`src/design/md5_pkg.sv`:
```
// ============================================================================
// md5_pkg: shared types, constants and round tables for the MD5 digest block
// Holds the sequencer state type, the working register bundle, the initial
// chaining values and the per-round constant, shift and word-index tables.
// ============================================================================
`timescale 1ns / 1ps
`default_nettype none

package md5_pkg;

    // Sequencer states
    typedef enum logic [2:0] {
        ST_IDLE,
        ST_LOAD,
        ST_PAD,
        ST_PREP,
        ST_ROUND,
        ST_ADD,
        ST_OUT
    } md5_state_t;

    // Working registers of one compression
    typedef struct packed {
        logic [31:0] a;
        logic [31:0] b;
        logic [31:0] c;
        logic [31:0] d;
    } md5_work_t;

    // Initial chaining values
    localparam logic [31:0] IV0 = 32'h67452301;
    localparam logic [31:0] IV1 = 32'hefcdab89;
    localparam logic [31:0] IV2 = 32'h98badcfe;
    localparam logic [31:0] IV3 = 32'h10325476;

    localparam logic [7:0] PAD_BYTE        = 8'h80;
    localparam logic [5:0] LEN_POS         = 6'd56;
    localparam logic [5:0] LAST_POS        = 6'd63;
    localparam logic [3:0] BLOCK_LAST_WORD = 4'd15;
    localparam logic [2:0] FULL_COUNT      = 3'd4;
    localparam logic [5:0] LAST_ROUND      = 6'd63;
    localparam logic [1:0] LAST_INDEX      = 2'd3;

    // Additive constant of each round
    function automatic logic [31:0] md5_sine(input logic [5:0] round);
        logic [31:0] k;
        unique case (round)
            6'd0:  k = 32'hd76aa478;
            6'd1:  k = 32'he8c7b756;
            6'd2:  k = 32'h242070db;
            6'd3:  k = 32'hc1bdceee;
            6'd4:  k = 32'hf57c0faf;
            6'd5:  k = 32'h4787c62a;
            6'd6:  k = 32'ha8304613;
            6'd7:  k = 32'hfd469501;
            6'd8:  k = 32'h698098d8;
            6'd9:  k = 32'h8b44f7af;
            6'd10: k = 32'hffff5bb1;
            6'd11: k = 32'h895cd7be;
            6'd12: k = 32'h6b901122;
            6'd13: k = 32'hfd987193;
            6'd14: k = 32'ha679438e;
            6'd15: k = 32'h49b40821;
            6'd16: k = 32'hf61e2562;
            6'd17: k = 32'hc040b340;
            6'd18: k = 32'h265e5a51;
            6'd19: k = 32'he9b6c7aa;
            6'd20: k = 32'hd62f105d;
            6'd21: k = 32'h02441453;
            6'd22: k = 32'hd8a1e681;
            6'd23: k = 32'he7d3fbc8;
            6'd24: k = 32'h21e1cde6;
            6'd25: k = 32'hc33707d6;
            6'd26: k = 32'hf4d50d87;
            6'd27: k = 32'h455a14ed;
            6'd28: k = 32'ha9e3e905;
            6'd29: k = 32'hfcefa3f8;
            6'd30: k = 32'h676f02d9;
            6'd31: k = 32'h8d2a4c8a;
            6'd32: k = 32'hfffa3942;
            6'd33: k = 32'h8771f681;
            6'd34: k = 32'h6d9d6122;
            6'd35: k = 32'hfde5380c;
            6'd36: k = 32'ha4beea44;
            6'd37: k = 32'h4bdecfa9;
            6'd38: k = 32'hf6bb4b60;
            6'd39: k = 32'hbebfbc70;
            6'd40: k = 32'h289b7ec6;
            6'd41: k = 32'heaa127fa;
            6'd42: k = 32'hd4ef3085;
            6'd43: k = 32'h04881d05;
            6'd44: k = 32'hd9d4d039;
            6'd45: k = 32'he6db99e5;
            6'd46: k = 32'h1fa27cf8;
            6'd47: k = 32'hc4ac5665;
            6'd48: k = 32'hf4292244;
            6'd49: k = 32'h432aff97;
            6'd50: k = 32'hab9423a7;
            6'd51: k = 32'hfc93a039;
            6'd52: k = 32'h655b59c3;
            6'd53: k = 32'h8f0ccc92;
            6'd54: k = 32'hffeff47d;
            6'd55: k = 32'h85845dd1;
            6'd56: k = 32'h6fa87e4f;
            6'd57: k = 32'hfe2ce6e0;
            6'd58: k = 32'ha3014314;
            6'd59: k = 32'h4e0811a1;
            6'd60: k = 32'hf7537e82;
            6'd61: k = 32'hbd3af235;
            6'd62: k = 32'h2ad7d2bb;
            6'd63: k = 32'heb86d391;
        endcase
        return k;
    endfunction

    // Left rotate amount of each round
    function automatic logic [4:0] md5_shift(input logic [5:0] round);
        logic [4:0] s;
        unique case ({round[5:4], round[1:0]})
            4'd0:  s = 5'd7;
            4'd1:  s = 5'd12;
            4'd2:  s = 5'd17;
            4'd3:  s = 5'd22;
            4'd4:  s = 5'd5;
            4'd5:  s = 5'd9;
            4'd6:  s = 5'd14;
            4'd7:  s = 5'd20;
            4'd8:  s = 5'd4;
            4'd9:  s = 5'd11;
            4'd10: s = 5'd16;
            4'd11: s = 5'd23;
            4'd12: s = 5'd6;
            4'd13: s = 5'd10;
            4'd14: s = 5'd15;
            4'd15: s = 5'd21;
        endcase
        return s;
    endfunction

    // Message word used by each round (arithmetic is modulo 16)
    function automatic logic [3:0] md5_msg_index(input logic [5:0] round);
        logic [3:0] i;
        logic [3:0] g;
        i = round[3:0];
        unique case (round[5:4])
            2'd0: g = i;
            2'd1: g = 4'((i << 2) + i + 4'd1);
            2'd2: g = 4'((i << 1) + i + 4'd5);
            2'd3: g = 4'((i << 3) - i);
        endcase
        return g;
    endfunction

endpackage

`default_nettype wire

```
`src/design/md5_round.sv`:
```
// ============================================================================
// md5_round: one MD5 round step
// Computes the new B word from the working registers, the selected message
// word and the round number; the caller rotates the other three words.
// ============================================================================
`timescale 1ns / 1ps
`default_nettype none

module md5_round
    import md5_pkg::*;
(
    input  md5_work_t   work,
    input  logic [31:0] msg_word,
    input  logic [5:0]  round,
    output logic [31:0] new_b
);

    logic [31:0] func_val;
    logic [31:0] sum_val;
    logic [63:0] rot_wide;

    // Select the round's boolean function
    always_comb
    begin
        unique case (round[5:4])
            2'd0: func_val = (work.b & work.c) | (~work.b & work.d);
            2'd1: func_val = (work.d & work.b) | (~work.d & work.c);
            2'd2: func_val = work.b ^ work.c ^ work.d;
            2'd3: func_val = work.c ^ (work.b | ~work.d);
        endcase
    end

    // Add, rotate, add
    always_comb
    begin
        sum_val  = work.a + func_val + md5_sine(round) + msg_word;
        rot_wide = {sum_val, sum_val} << md5_shift(round);
        new_b    = work.b + rot_wide[63:32];
    end

endmodule

`default_nettype wire

```
`src/design/md5_message_digest_top.sv`:
```
// ============================================================================
// md5_message_digest_top: MD5 hash of a word stream
// Packs message bytes into a 16-word block buffer, runs the 64 rounds on one
// shared round unit, pads on the end beat and returns the digest as four beats.
// ============================================================================
//
//  Channel  Direction  Handshake            Payload
//  in       sink       in_valid / in_stall   data_word, byte_count, end_of_message
//  out      source     out_valid / out_stall digest_word, word_index, last_word
//
//  An input beat is taken only in idle; the block buffer is then written a whole
//  word at once for an aligned full word, or byte by byte when unaligned or short.
//  Each full block then runs a setup step, the 64 rounds through the one round
//  unit and a chaining add. The end beat adds 9 to 72 pad bytes, written byte by
//  byte, and the 4 digest beats. Reset loads the initial chaining values;
//  out_stall holds the current beat.
//
`timescale 1ns / 1ps
`default_nettype none

module md5_message_digest_top
    import md5_pkg::*;
(
    input  logic        clk,
    input  logic        rst_n,
    input  logic        in_valid,
    output logic        in_stall,
    input  logic [31:0] data_word,
    input  logic [2:0]  byte_count,
    input  logic        end_of_message,
    output logic        out_valid,
    input  logic        out_stall,
    output logic [31:0] digest_word,
    output logic [1:0]  word_index,
    output logic        last_word
);

    md5_state_t  state_reg, state_next;

    logic [31:0] chain_reg [4];
    logic [31:0] chain_next [4];
    logic [63:0] len_reg, len_next;
    logic [5:0]  pos_reg, pos_next;
    logic [5:0]  round_reg, round_next;
    logic [2:0]  cnt_reg, cnt_next;
    logic        eom_reg, eom_next;
    logic        in_pad_reg, in_pad_next;
    logic        len_phase_reg, len_phase_next;
    logic        pad_done_reg, pad_done_next;
    logic [1:0]  out_idx_reg, out_idx_next;
    logic [31:0] data_reg, data_next;
    logic [31:0] part_reg, part_next;
    md5_work_t   work_reg, work_next;
    logic [31:0] mem_rd_reg;

    logic [31:0] msg_mem [16];

    logic        in_fire;
    logic        out_fire;
    logic        wr_en;
    logic [3:0]  wr_addr;
    logic [31:0] wr_data;
    logic [3:0]  rd_addr;
    logic        block_full;
    logic        full_word;
    logic        is_len;
    logic [7:0]  pad_byte;
    logic [7:0]  ins_byte;
    logic [63:0] len_bits;
    logic [31:0] round_b;

    assign in_fire  = in_valid && !in_stall;
    assign out_fire = out_valid && !out_stall;

    // Shared round unit
    md5_round u_round (
        .work     (work_reg),
        .msg_word (mem_rd_reg),
        .round    (round_reg),
        .new_b    (round_b)
    );

    // Pad byte selection
    always_comb
    begin
        len_bits = {len_reg[60:0], 3'b000};
        is_len   = in_pad_reg && (pos_reg >= LEN_POS) && (len_phase_reg || pos_reg == LEN_POS);
        if (!in_pad_reg)
        begin
            pad_byte = PAD_BYTE;
        end
        else if (is_len)
        begin
            pad_byte = len_bits[{pos_reg[2:0], 3'b000} +: 8];
        end
        else
        begin
            pad_byte = 8'h00;
        end
    end

    // Block buffer write path
    always_comb
    begin
        full_word = (state_reg == ST_LOAD) && (pos_reg[1:0] == 2'd0) && (cnt_reg == FULL_COUNT);
        ins_byte  = (state_reg == ST_PAD) ? pad_byte : data_reg[7:0];
        part_next = part_reg;
        part_next[{pos_reg[1:0], 3'b000} +: 8] = ins_byte;
        wr_addr   = pos_reg[5:2];
        if (full_word)
        begin
            wr_en   = 1'b1;
            wr_data = data_reg;
        end
        else
        begin
            wr_en   = ((state_reg == ST_LOAD) || (state_reg == ST_PAD)) && (pos_reg[1:0] == 2'd3);
            wr_data = part_next;
        end
        block_full = wr_en && (wr_addr == BLOCK_LAST_WORD);
        rd_addr    = (state_reg == ST_PREP) ? 4'd0 : md5_msg_index(6'(round_reg + 6'd1));
    end

    // Next state
    always_comb
    begin
        state_next = state_reg;
        unique case (state_reg)
            ST_IDLE:
            begin
                if (in_fire)
                begin
                    if (byte_count != 3'd0)
                    begin
                        state_next = ST_LOAD;
                    end
                    else if (end_of_message)
                    begin
                        state_next = ST_PAD;
                    end
                end
            end
            ST_LOAD:
            begin
                priority if (block_full)
                begin
                    state_next = ST_PREP;
                end
                else if (cnt_next != 3'd0)
                begin
                    state_next = ST_LOAD;
                end
                else if (eom_reg)
                begin
                    state_next = ST_PAD;
                end
                else
                begin
                    state_next = ST_IDLE;
                end
            end
            ST_PAD:
            begin
                if (block_full)
                begin
                    state_next = ST_PREP;
                end
            end
            ST_PREP:
            begin
                state_next = ST_ROUND;
            end
            ST_ROUND:
            begin
                if (round_reg == LAST_ROUND)
                begin
                    state_next = ST_ADD;
                end
            end
            ST_ADD:
            begin
                priority if (pad_done_reg)
                begin
                    state_next = ST_OUT;
                end
                else if (in_pad_reg)
                begin
                    state_next = ST_PAD;
                end
                else if (cnt_reg != 3'd0)
                begin
                    state_next = ST_LOAD;
                end
                else if (eom_reg)
                begin
                    state_next = ST_PAD;
                end
                else
                begin
                    state_next = ST_IDLE;
                end
            end
            ST_OUT:
            begin
                if (out_fire && (out_idx_reg == LAST_INDEX))
                begin
                    state_next = ST_IDLE;
                end
            end
            default:
            begin
                state_next = ST_IDLE;
            end
        endcase
    end

    // Handshake outputs
    always_comb
    begin
        in_stall  = (state_reg != ST_IDLE);
        out_valid = (state_reg == ST_OUT);
    end

    // Datapath next values
    always_comb
    begin
        chain_next     = chain_reg;
        len_next       = len_reg;
        pos_next       = pos_reg;
        round_next     = round_reg;
        cnt_next       = cnt_reg;
        eom_next       = eom_reg;
        in_pad_next    = in_pad_reg;
        len_phase_next = len_phase_reg;
        pad_done_next  = pad_done_reg;
        out_idx_next   = out_idx_reg;
        data_next      = data_reg;
        work_next      = work_reg;
        unique case (state_reg)
            ST_IDLE:
            begin
                // Capture the beat; counts above four mean four
                if (in_fire)
                begin
                    data_next      = data_word;
                    cnt_next       = byte_count[2] ? FULL_COUNT : byte_count;
                    eom_next       = end_of_message;
                    in_pad_next    = 1'b0;
                    len_phase_next = 1'b0;
                    pad_done_next  = 1'b0;
                end
            end
            ST_LOAD:
            begin
                if (full_word)
                begin
                    cnt_next = 3'd0;
                    pos_next = 6'(pos_reg + 6'd4);
                    len_next = len_reg + 64'd4;
                end
                else
                begin
                    cnt_next  = 3'(cnt_reg - 3'd1);
                    data_next = data_reg >> 8;
                    pos_next  = 6'(pos_reg + 6'd1);
                    len_next  = len_reg + 64'd1;
                end
            end
            ST_PAD:
            begin
                in_pad_next    = 1'b1;
                len_phase_next = len_phase_reg || is_len;
                pad_done_next  = is_len && (pos_reg == LAST_POS);
                pos_next       = 6'(pos_reg + 6'd1);
            end
            ST_PREP:
            begin
                work_next.a = chain_reg[0];
                work_next.b = chain_reg[1];
                work_next.c = chain_reg[2];
                work_next.d = chain_reg[3];
                round_next  = 6'd0;
            end
            ST_ROUND:
            begin
                work_next.a = work_reg.d;
                work_next.b = round_b;
                work_next.c = work_reg.b;
                work_next.d = work_reg.c;
                round_next  = 6'(round_reg + 6'd1);
            end
            ST_ADD:
            begin
                chain_next[0] = chain_reg[0] + work_reg.a;
                chain_next[1] = chain_reg[1] + work_reg.b;
                chain_next[2] = chain_reg[2] + work_reg.c;
                chain_next[3] = chain_reg[3] + work_reg.d;
            end
            ST_OUT:
            begin
                // Advance the word; restart the message after the last one
                if (out_fire)
                begin
                    out_idx_next = 2'(out_idx_reg + 2'd1);
                    if (out_idx_reg == LAST_INDEX)
                    begin
                        chain_next[0] = IV0;
                        chain_next[1] = IV1;
                        chain_next[2] = IV2;
                        chain_next[3] = IV3;
                        len_next      = 64'd0;
                    end
                end
            end
            default:
            begin
            end
        endcase
    end

    // Control and state registers
    always_ff @(posedge clk or negedge rst_n)
    begin
        if (!rst_n)
        begin
            state_reg     <= ST_IDLE;
            chain_reg[0]  <= IV0;
            chain_reg[1]  <= IV1;
            chain_reg[2]  <= IV2;
            chain_reg[3]  <= IV3;
            len_reg       <= 64'd0;
            pos_reg       <= 6'd0;
            round_reg     <= 6'd0;
            cnt_reg       <= 3'd0;
            eom_reg       <= 1'b0;
            in_pad_reg    <= 1'b0;
            len_phase_reg <= 1'b0;
            pad_done_reg  <= 1'b0;
            out_idx_reg   <= 2'd0;
        end
        else
        begin
            state_reg     <= state_next;
            chain_reg     <= chain_next;
            len_reg       <= len_next;
            pos_reg       <= pos_next;
            round_reg     <= round_next;
            cnt_reg       <= cnt_next;
            eom_reg       <= eom_next;
            in_pad_reg    <= in_pad_next;
            len_phase_reg <= len_phase_next;
            pad_done_reg  <= pad_done_next;
            out_idx_reg   <= out_idx_next;
        end
    end

    // Payload registers
    always_ff @(posedge clk)
    begin
        data_reg <= data_next;
        work_reg <= work_next;
        if ((state_reg == ST_LOAD && !full_word) || state_reg == ST_PAD)
        begin
            part_reg <= part_next;
        end
    end

    // Block buffer: one write port, one registered read port
    always_ff @(posedge clk)
    begin
        if (wr_en)
        begin
            msg_mem[wr_addr] <= wr_data;
        end
        mem_rd_reg <= msg_mem[rd_addr];
    end

    // Digest beat
    assign digest_word = chain_reg[out_idx_reg];
    assign word_index  = out_idx_reg;
    assign last_word   = (out_idx_reg == LAST_INDEX);

endmodule

`default_nettype wire

```
`config.mk`:
```
export PLATFORM = sky130hd
export DESIGN_NAME = md5_message_digest_top
export DESIGN_NICKNAME = d
export VERILOG_FILES = /design/src/design/md5_pkg.sv /design/src/design/md5_round.sv /design/src/design/md5_message_digest_top.sv
export SDC_FILE = /design/constraint.sdc
export NUM_CORES = 2
export LEC_CHECK = 0
export BUFFER_PORTS_ARGS = -buffer_cell sky130_fd_sc_hd__buf_4
export CORE_MARGIN = 3
export CORE_UTILIZATION = 61
export CTS_BUF_LIST = sky130_fd_sc_hd__clkbuf_8
export DETAILED_ROUTE_END_ITERATION = 16
export HOLD_SLACK_MARGIN = 0.15
export PLACE_DENSITY = 0.81
export SYNTH_ARGS = -nofsm -noshare
export SYNTH_HDL_FRONTEND = slang
export SYNTH_HIERARCHICAL = 1
export SYNTH_SLANG_ARGS = --single-unit
```
`constraint.sdc`:
```
create_clock -name clk -period 22.6 [get_ports clk]
set_input_delay 2.26 -clock clk [delete_from_list [all_inputs] [get_ports clk]]
set_output_delay 2.26 -clock clk [all_outputs]
set_load 0.02 [all_outputs]
```
* Word-level counts from Yosys, hierarchy flattened
Memory sizes are Yosys's and may differ from the RTL's. A register that Yosys moved wholly into a read port is not among the register bits.
Cells that the tools add are included.
** Storage, ports and cells
- Bits of input ports :: 40
- Register bits after elaboration :: 408
- Output and inout port bits :: 37
- Memories kept :: 3
- Memory bits (read-only) :: 2128
- RAM bits :: 512
- Word-level logic and storage cells :: 178
** Operators by class
- Bitwise gates (word level) :: 13
- Equal/unequal tests :: 27
- Reduce and logical (&&, ||, !) cells :: 39
- $lt $le $gt $ge :: 2
- Add/sub/neg operators :: 21
- Mux-type cells :: 49
- Shift-type cells :: 4
** Memory list
- (no name shown) :: depth 64, width 32, read ports 1, clocked after memory_dff 0, wr ports 0, RTL line md5_pkg.sv:47 : unique case (round)
- msg_mem :: depth 16, width 32, read ports 1, clocked after memory_dff 1, wr ports 1, RTL line md5_message_digest_top.sv:56 : logic [31:0] msg_mem [16];
- (no name shown) :: depth 16, width 5, read ports 1, clocked after memory_dff 0, wr ports 0, RTL line md5_pkg.sv:119 : unique case ({round[5:4], round[1:0]})
** Operator list (number)
- $pmux 128 s2 :: 2
- $add 32x32->32 :: 8
- $mux 128 :: 2
- $mux 64 :: 3
- $mux 32 :: 5
- $and 32x32->32 :: 4
- $pmux 32 s4 :: 1
- $pmux 64 s2 :: 1
- $or 32x32->32 :: 3
- $xor 32x32->32 :: 3
- $add 64x1->64 const B :: 1
- $add 64x3->64 const B :: 1
- $bmux 32 s2 :: 1
- $not 32->32 :: 2
- $pmux 32 s2 :: 1
- $shiftx 64x7->8 :: 1
- $shl 64x5->64 :: 1
- $bwmux 32 :: 1
- $shift 8x7->32 const A :: 1
- $shiftx 8x7->32 :: 1
- $mux 3 :: 10
- $mux 8 :: 3
- $pmux 6 s2 :: 2
- $pmux 3 s7 :: 1
- 39 further kinds :: 96

* Longest topological paths before layout
- Depth in word-level cells :: 10
- Depth in mapped cells :: 43
- Mapped depth without buffers :: 38

* Hierarchy
Netlist, hierarchy kept.
** Modules (own cells, without submodules)
- md5_message_digest_top :: instances 1, cells an instance 4105, area each 45970.3 sq um
- md5_round :: instances 1, cells an instance 1814, area each 11972.7 sq um

* Worst setup path before layout
Ideal clock, no wire load.
- Path kind :: reg2reg
- Start :: reg round_reg[4]
- End :: reg work_reg[95] (netlist bit) (data pin)
- Library setup time :: 253 ps
- Buffers on the path :: 6
- Cell stages (with the launch flop) :: 40
- Clock period less this slack :: 8789 ps
- Slack :: 13811 ps
- Arrival time :: 8536 ps
- Cells stage by stage :: dfrtp_1 buf_6 buf_2 buf_2 buf_1 clkbuf_1 clkbuf_1 nor2_1 a221oi_1 o22ai_1 fa_1 fa_1 inv_1 ha_1 inv_1 fa_1 nand2b_1 a21oi_1 [... 4 more ...] mux4_2 mux2i_1 mux2i_1 mux2_2 ha_1 a21o_1 a2111oi_0 o21ai_0 a31oi_1 nand2b_1 a31oi_1 nand4_1 a41oi_1 o21a_1 nor2_1 xnor3_1 nand2_1 nand2_1
** RTL lines
- from (decl) :: RTL line md5_message_digest_top.sv:44 : logic [5:0] round_reg, round_next;
- from (signal assigned) :: RTL line md5_message_digest_top.sv:347 : round_reg <= round_next;
- to (signal assigned) :: RTL line md5_message_digest_top.sv:361 : work_reg <= work_next;
- to (decl) :: RTL line md5_message_digest_top.sv:53 : md5_work_t work_reg, work_next;

==> flow_metrics.env <==
export IMPL_drv_slew=0
export IMPL_worstHoldPathType="reg -> reg"
export IMPL_required_ns=23.18
export IMPL_hp_start="len_phase_reg$_DFFE_PN0P_"
export IMPL_first_iter_violations=6198
export IMPL_clk_insertion_delay_late_ns=0.87
export IMPL_r2r_start="round_reg[0]$_DFFE_PN0P_"
export IMPL_multi_input_area_sq_um=28600
export IMPL_skew_ns=0.0727
export IMPL_cts_sinks=949
export IMPL_grt_pass1_wl_microns=262000
export IMPL_drt_antenna_violating_nets=0
export IMPL_synth_edff_count=704
export IMPL_max_slew_worst_pin_slew_ns=1.36
export IMPL_synth_seq_cells=949
export IMPL_drc_errors=0
export IMPL_cp_slowest_cell="ha_1"
export IMPL_outcome="finished clean"
export IMPL_drive_gt1_frac=0.102
export IMPL_synth_top_flop_cell="edfxtp_1"
export IMPL_rsz0062_at_grt="false"
export IMPL_drt_first_pass_iters=6
export IMPL_synth_most_common_cell="nand2_1"
export IMPL_std_cell_rows=112
export IMPL_start_util=0.618
export IMPL_crit_path_start="round_reg[0]$_DFFE_PN0P_"
export IMPL_vias=47400
export IMPL_fin_crit_ns=10.61
export IMPL_yosysSeqAreaShare=0.469
export IMPL_fp_dieW_microns=314
export IMPL_cap_violations=0
export IMPL_crit_path_frequent_cell="a21oi_1"
export IMPL_io_pins=77
export IMPL_regArea_sq_um=27200
export IMPL_synth_top_area_share=0.365
export IMPL_yosysTopAreaCell="edfxtp_1"
export IMPL_largest_reg_flops=512
export IMPL_syn_to_final_growth_pct=7.92
export IMPL_hold_buffers=0
export IMPL_crit_type="reg -> reg"
export IMPL_crit_arrival_ns=11.19
export IMPL_slowest_delay_ns=0.95
export IMPL_synth_area_top_cells="edfxtp_1 36%, nand2_1 7.3%, dfrtp_1 6.4%"
export IMPL_syn_nets=6254
export IMPL_wl_microns=172000
export IMPL_netlist_instances=5919
export IMPL_port_buffers=76
export IMPL_max_freq_mhz=94.2
export IMPL_numCtsBuffers=156
export IMPL_pre_cts_ws_ns=12.25
export IMPL_antenna_found_initial=4
export IMPL_fin_crit_sh=0.469
export IMPL_syn_avg_cell_area_sq_um=9.79
export IMPL_overflow=0
export IMPL_cts_root_buffer="clkbuf_8"
export IMPL_startpoint_type="flip-flop"
export IMPL_cts_setup_buffers=0
export IMPL_final_setup_viol_count=0
export IMPL_hold_viol=0
export IMPL_grt_pass1_vias=45200
export IMPL_finalNetCount=6209
export IMPL_h_tree_depth=4
export IMPL_setup_tns_ns=0
export IMPL_yosys_top_cells_count="1123 x nand2_1, 704 x edfxtp_1, 366 x a21oi_1"
export IMPL_gp_congestion=1.01
export IMPL_clkSlewWorstSetupHoldPaths_ns=0.06
export IMPL_die_area_sq_um=98700
export IMPL_dp_hpwl_microns=115000
export IMPL_path_max_fanout=24
export IMPL_max_slew_margin_rel=0.0685
export IMPL_cts_resized=0
export IMPL_wl_per_cell_microns=23.7
export IMPL_ctsLongestPathBuffers=3
export IMPL_core_sq_um=93700
export IMPL_via_per_inst=6.53
export IMPL_end_kind="flip-flop"
export IMPL_fp_dieH_microns=314
export IMPL_grt_max_degree=203
export IMPL_yosysWarningCount=6
export IMPL_tritoncts="yes"
export IMPL_nFillCells=7052
export IMPL_async_reset_ff_frac=0.224
export IMPL_synth_cell_type_count=100
export IMPL_grt_usage=0.343
export IMPL_layout_setup_ws_ns=11.99
export IMPL_syn_area_sq_um=57900
[routing by layer]
| metal | routed length [microns] | vias to the layer above | global-route usage |
|---|---|---|---|
| met2 | 79800 | 2677 | 0.550 |
| met4 | 11000 | 2 | 0.197 |
| met3 | 15300 | 585 | 0.0574 |
| met1 | 66000 | 22700 | 0.445 |
| met5 | 3 | - | 0 |
| li1 | - | 21500 | - |
[cell usage in the layout (no fill, tap or decap), types with 34 or more instances in the layout]
cell type	n
mux2_2	58
ha_1	228
a211oi_1	178
nor2_1	322
edfxtp_1	704
a31oi_1	102
o22ai_1	75
a21o_1	100
clkbuf_8	178
nand3_1	129
and2_1	123
o21ai_0	311
dfrtp_1	143
xor2_1	129
nor3_1	162
nand2_1	1122
a221oi_1	38
buf_4	137
mux2i_1	82
xnor2_1	136
inv_1	329
fa_1	67
a21oi_1	366
o21a_1	34
a311o_1	34
o211ai_1	48
dfstp_2	64
a311oi_1	40
mux4_2	59
[final cells by class]
cell class | count | share of cell area
antenna | 1 | 0.0000400
clock buffer | 178 | 0.0392
clock inverter | 110 | 0.00940
inverter | 267 | 0.0161
multi-input combinational | 4360 | 0.458
sequential | 949 | 0.435
tap | 1254 | 0.0251
timing repair buffer | 140 | 0.0173
[per-stage QoR]
stage / area [sq um] / util / instances / hold slack (ns)
after floorplan: 57900 / - / 5919 / 0.451
after detailed placement: 59500 / 0.635 / 6970 / 0.475
after CTS: 62500 / 0.667 / 7258 / 0.488
after global routing: 62500 / 0.667 / 7259 / 0.521
final: 62500 / 0.667 / 7259 / 0.491
after global placement: 59500 / 0.635 / 6970 / 0.468
[worst paths after layout]
path,endpoint,slack (ns),cells past startpoint
hold reg to reg,len_phase_reg$_DFFE_PN0P_,0.49,1
setup / recovery,work_reg[94]$_DFFE_PP_,11.99,36
max in group asynchronous,chain_reg[97]$_DFFE_PN0P_,19.61,2
min in group asynchronous,len_reg[48]$_DFFE_PN0P_,1.41,1
setup reg to reg,work_reg[94]$_DFFE_PP_,11.99,36
hold / removal,len_phase_reg$_DFFE_PN0P_,0.49,1
[worst max-delay path, delay by kind of cell, from the launching register on]
family / cells / cell delay (ns)
AO/OA/AOI/OAI: 17 / 4.20
adder cells (fa/ha/maj): 6 / 2.76
multiplexers: 3 / 0.91
AND/OR/NAND/NOR: 4 / 0.74
buffers and inverters: 4 / 0.73
flip-flops: 1 / 0.59
XOR/XNOR: 2 / 0.38
[logic make-up (layout without fill, tap and decap cells)]
| family | Yosys count | after routing | synth area share |
|---|---|---|---|
| and+or+nand+nor | 2071 | 2071 | 0.156 |
| AOI/OAI and AO/OA | 1526 | 1526 | 0.172 |
| DFF | 949 | 949 | 0.469 |
| buffers and inverters | 610 | 695 | 0.0403 |
| adders and majority gates | 296 | 296 | 0.0726 |
| xor gates and xnor gates | 268 | 268 | 0.0409 |
| muxes | 199 | 199 | 0.0484 |
| other | 0 | 1 | 0 |
Power is left out: the tool's default activity adds up to more than one toggle a clock period on the data nets, which glitch-free logic cannot reach.
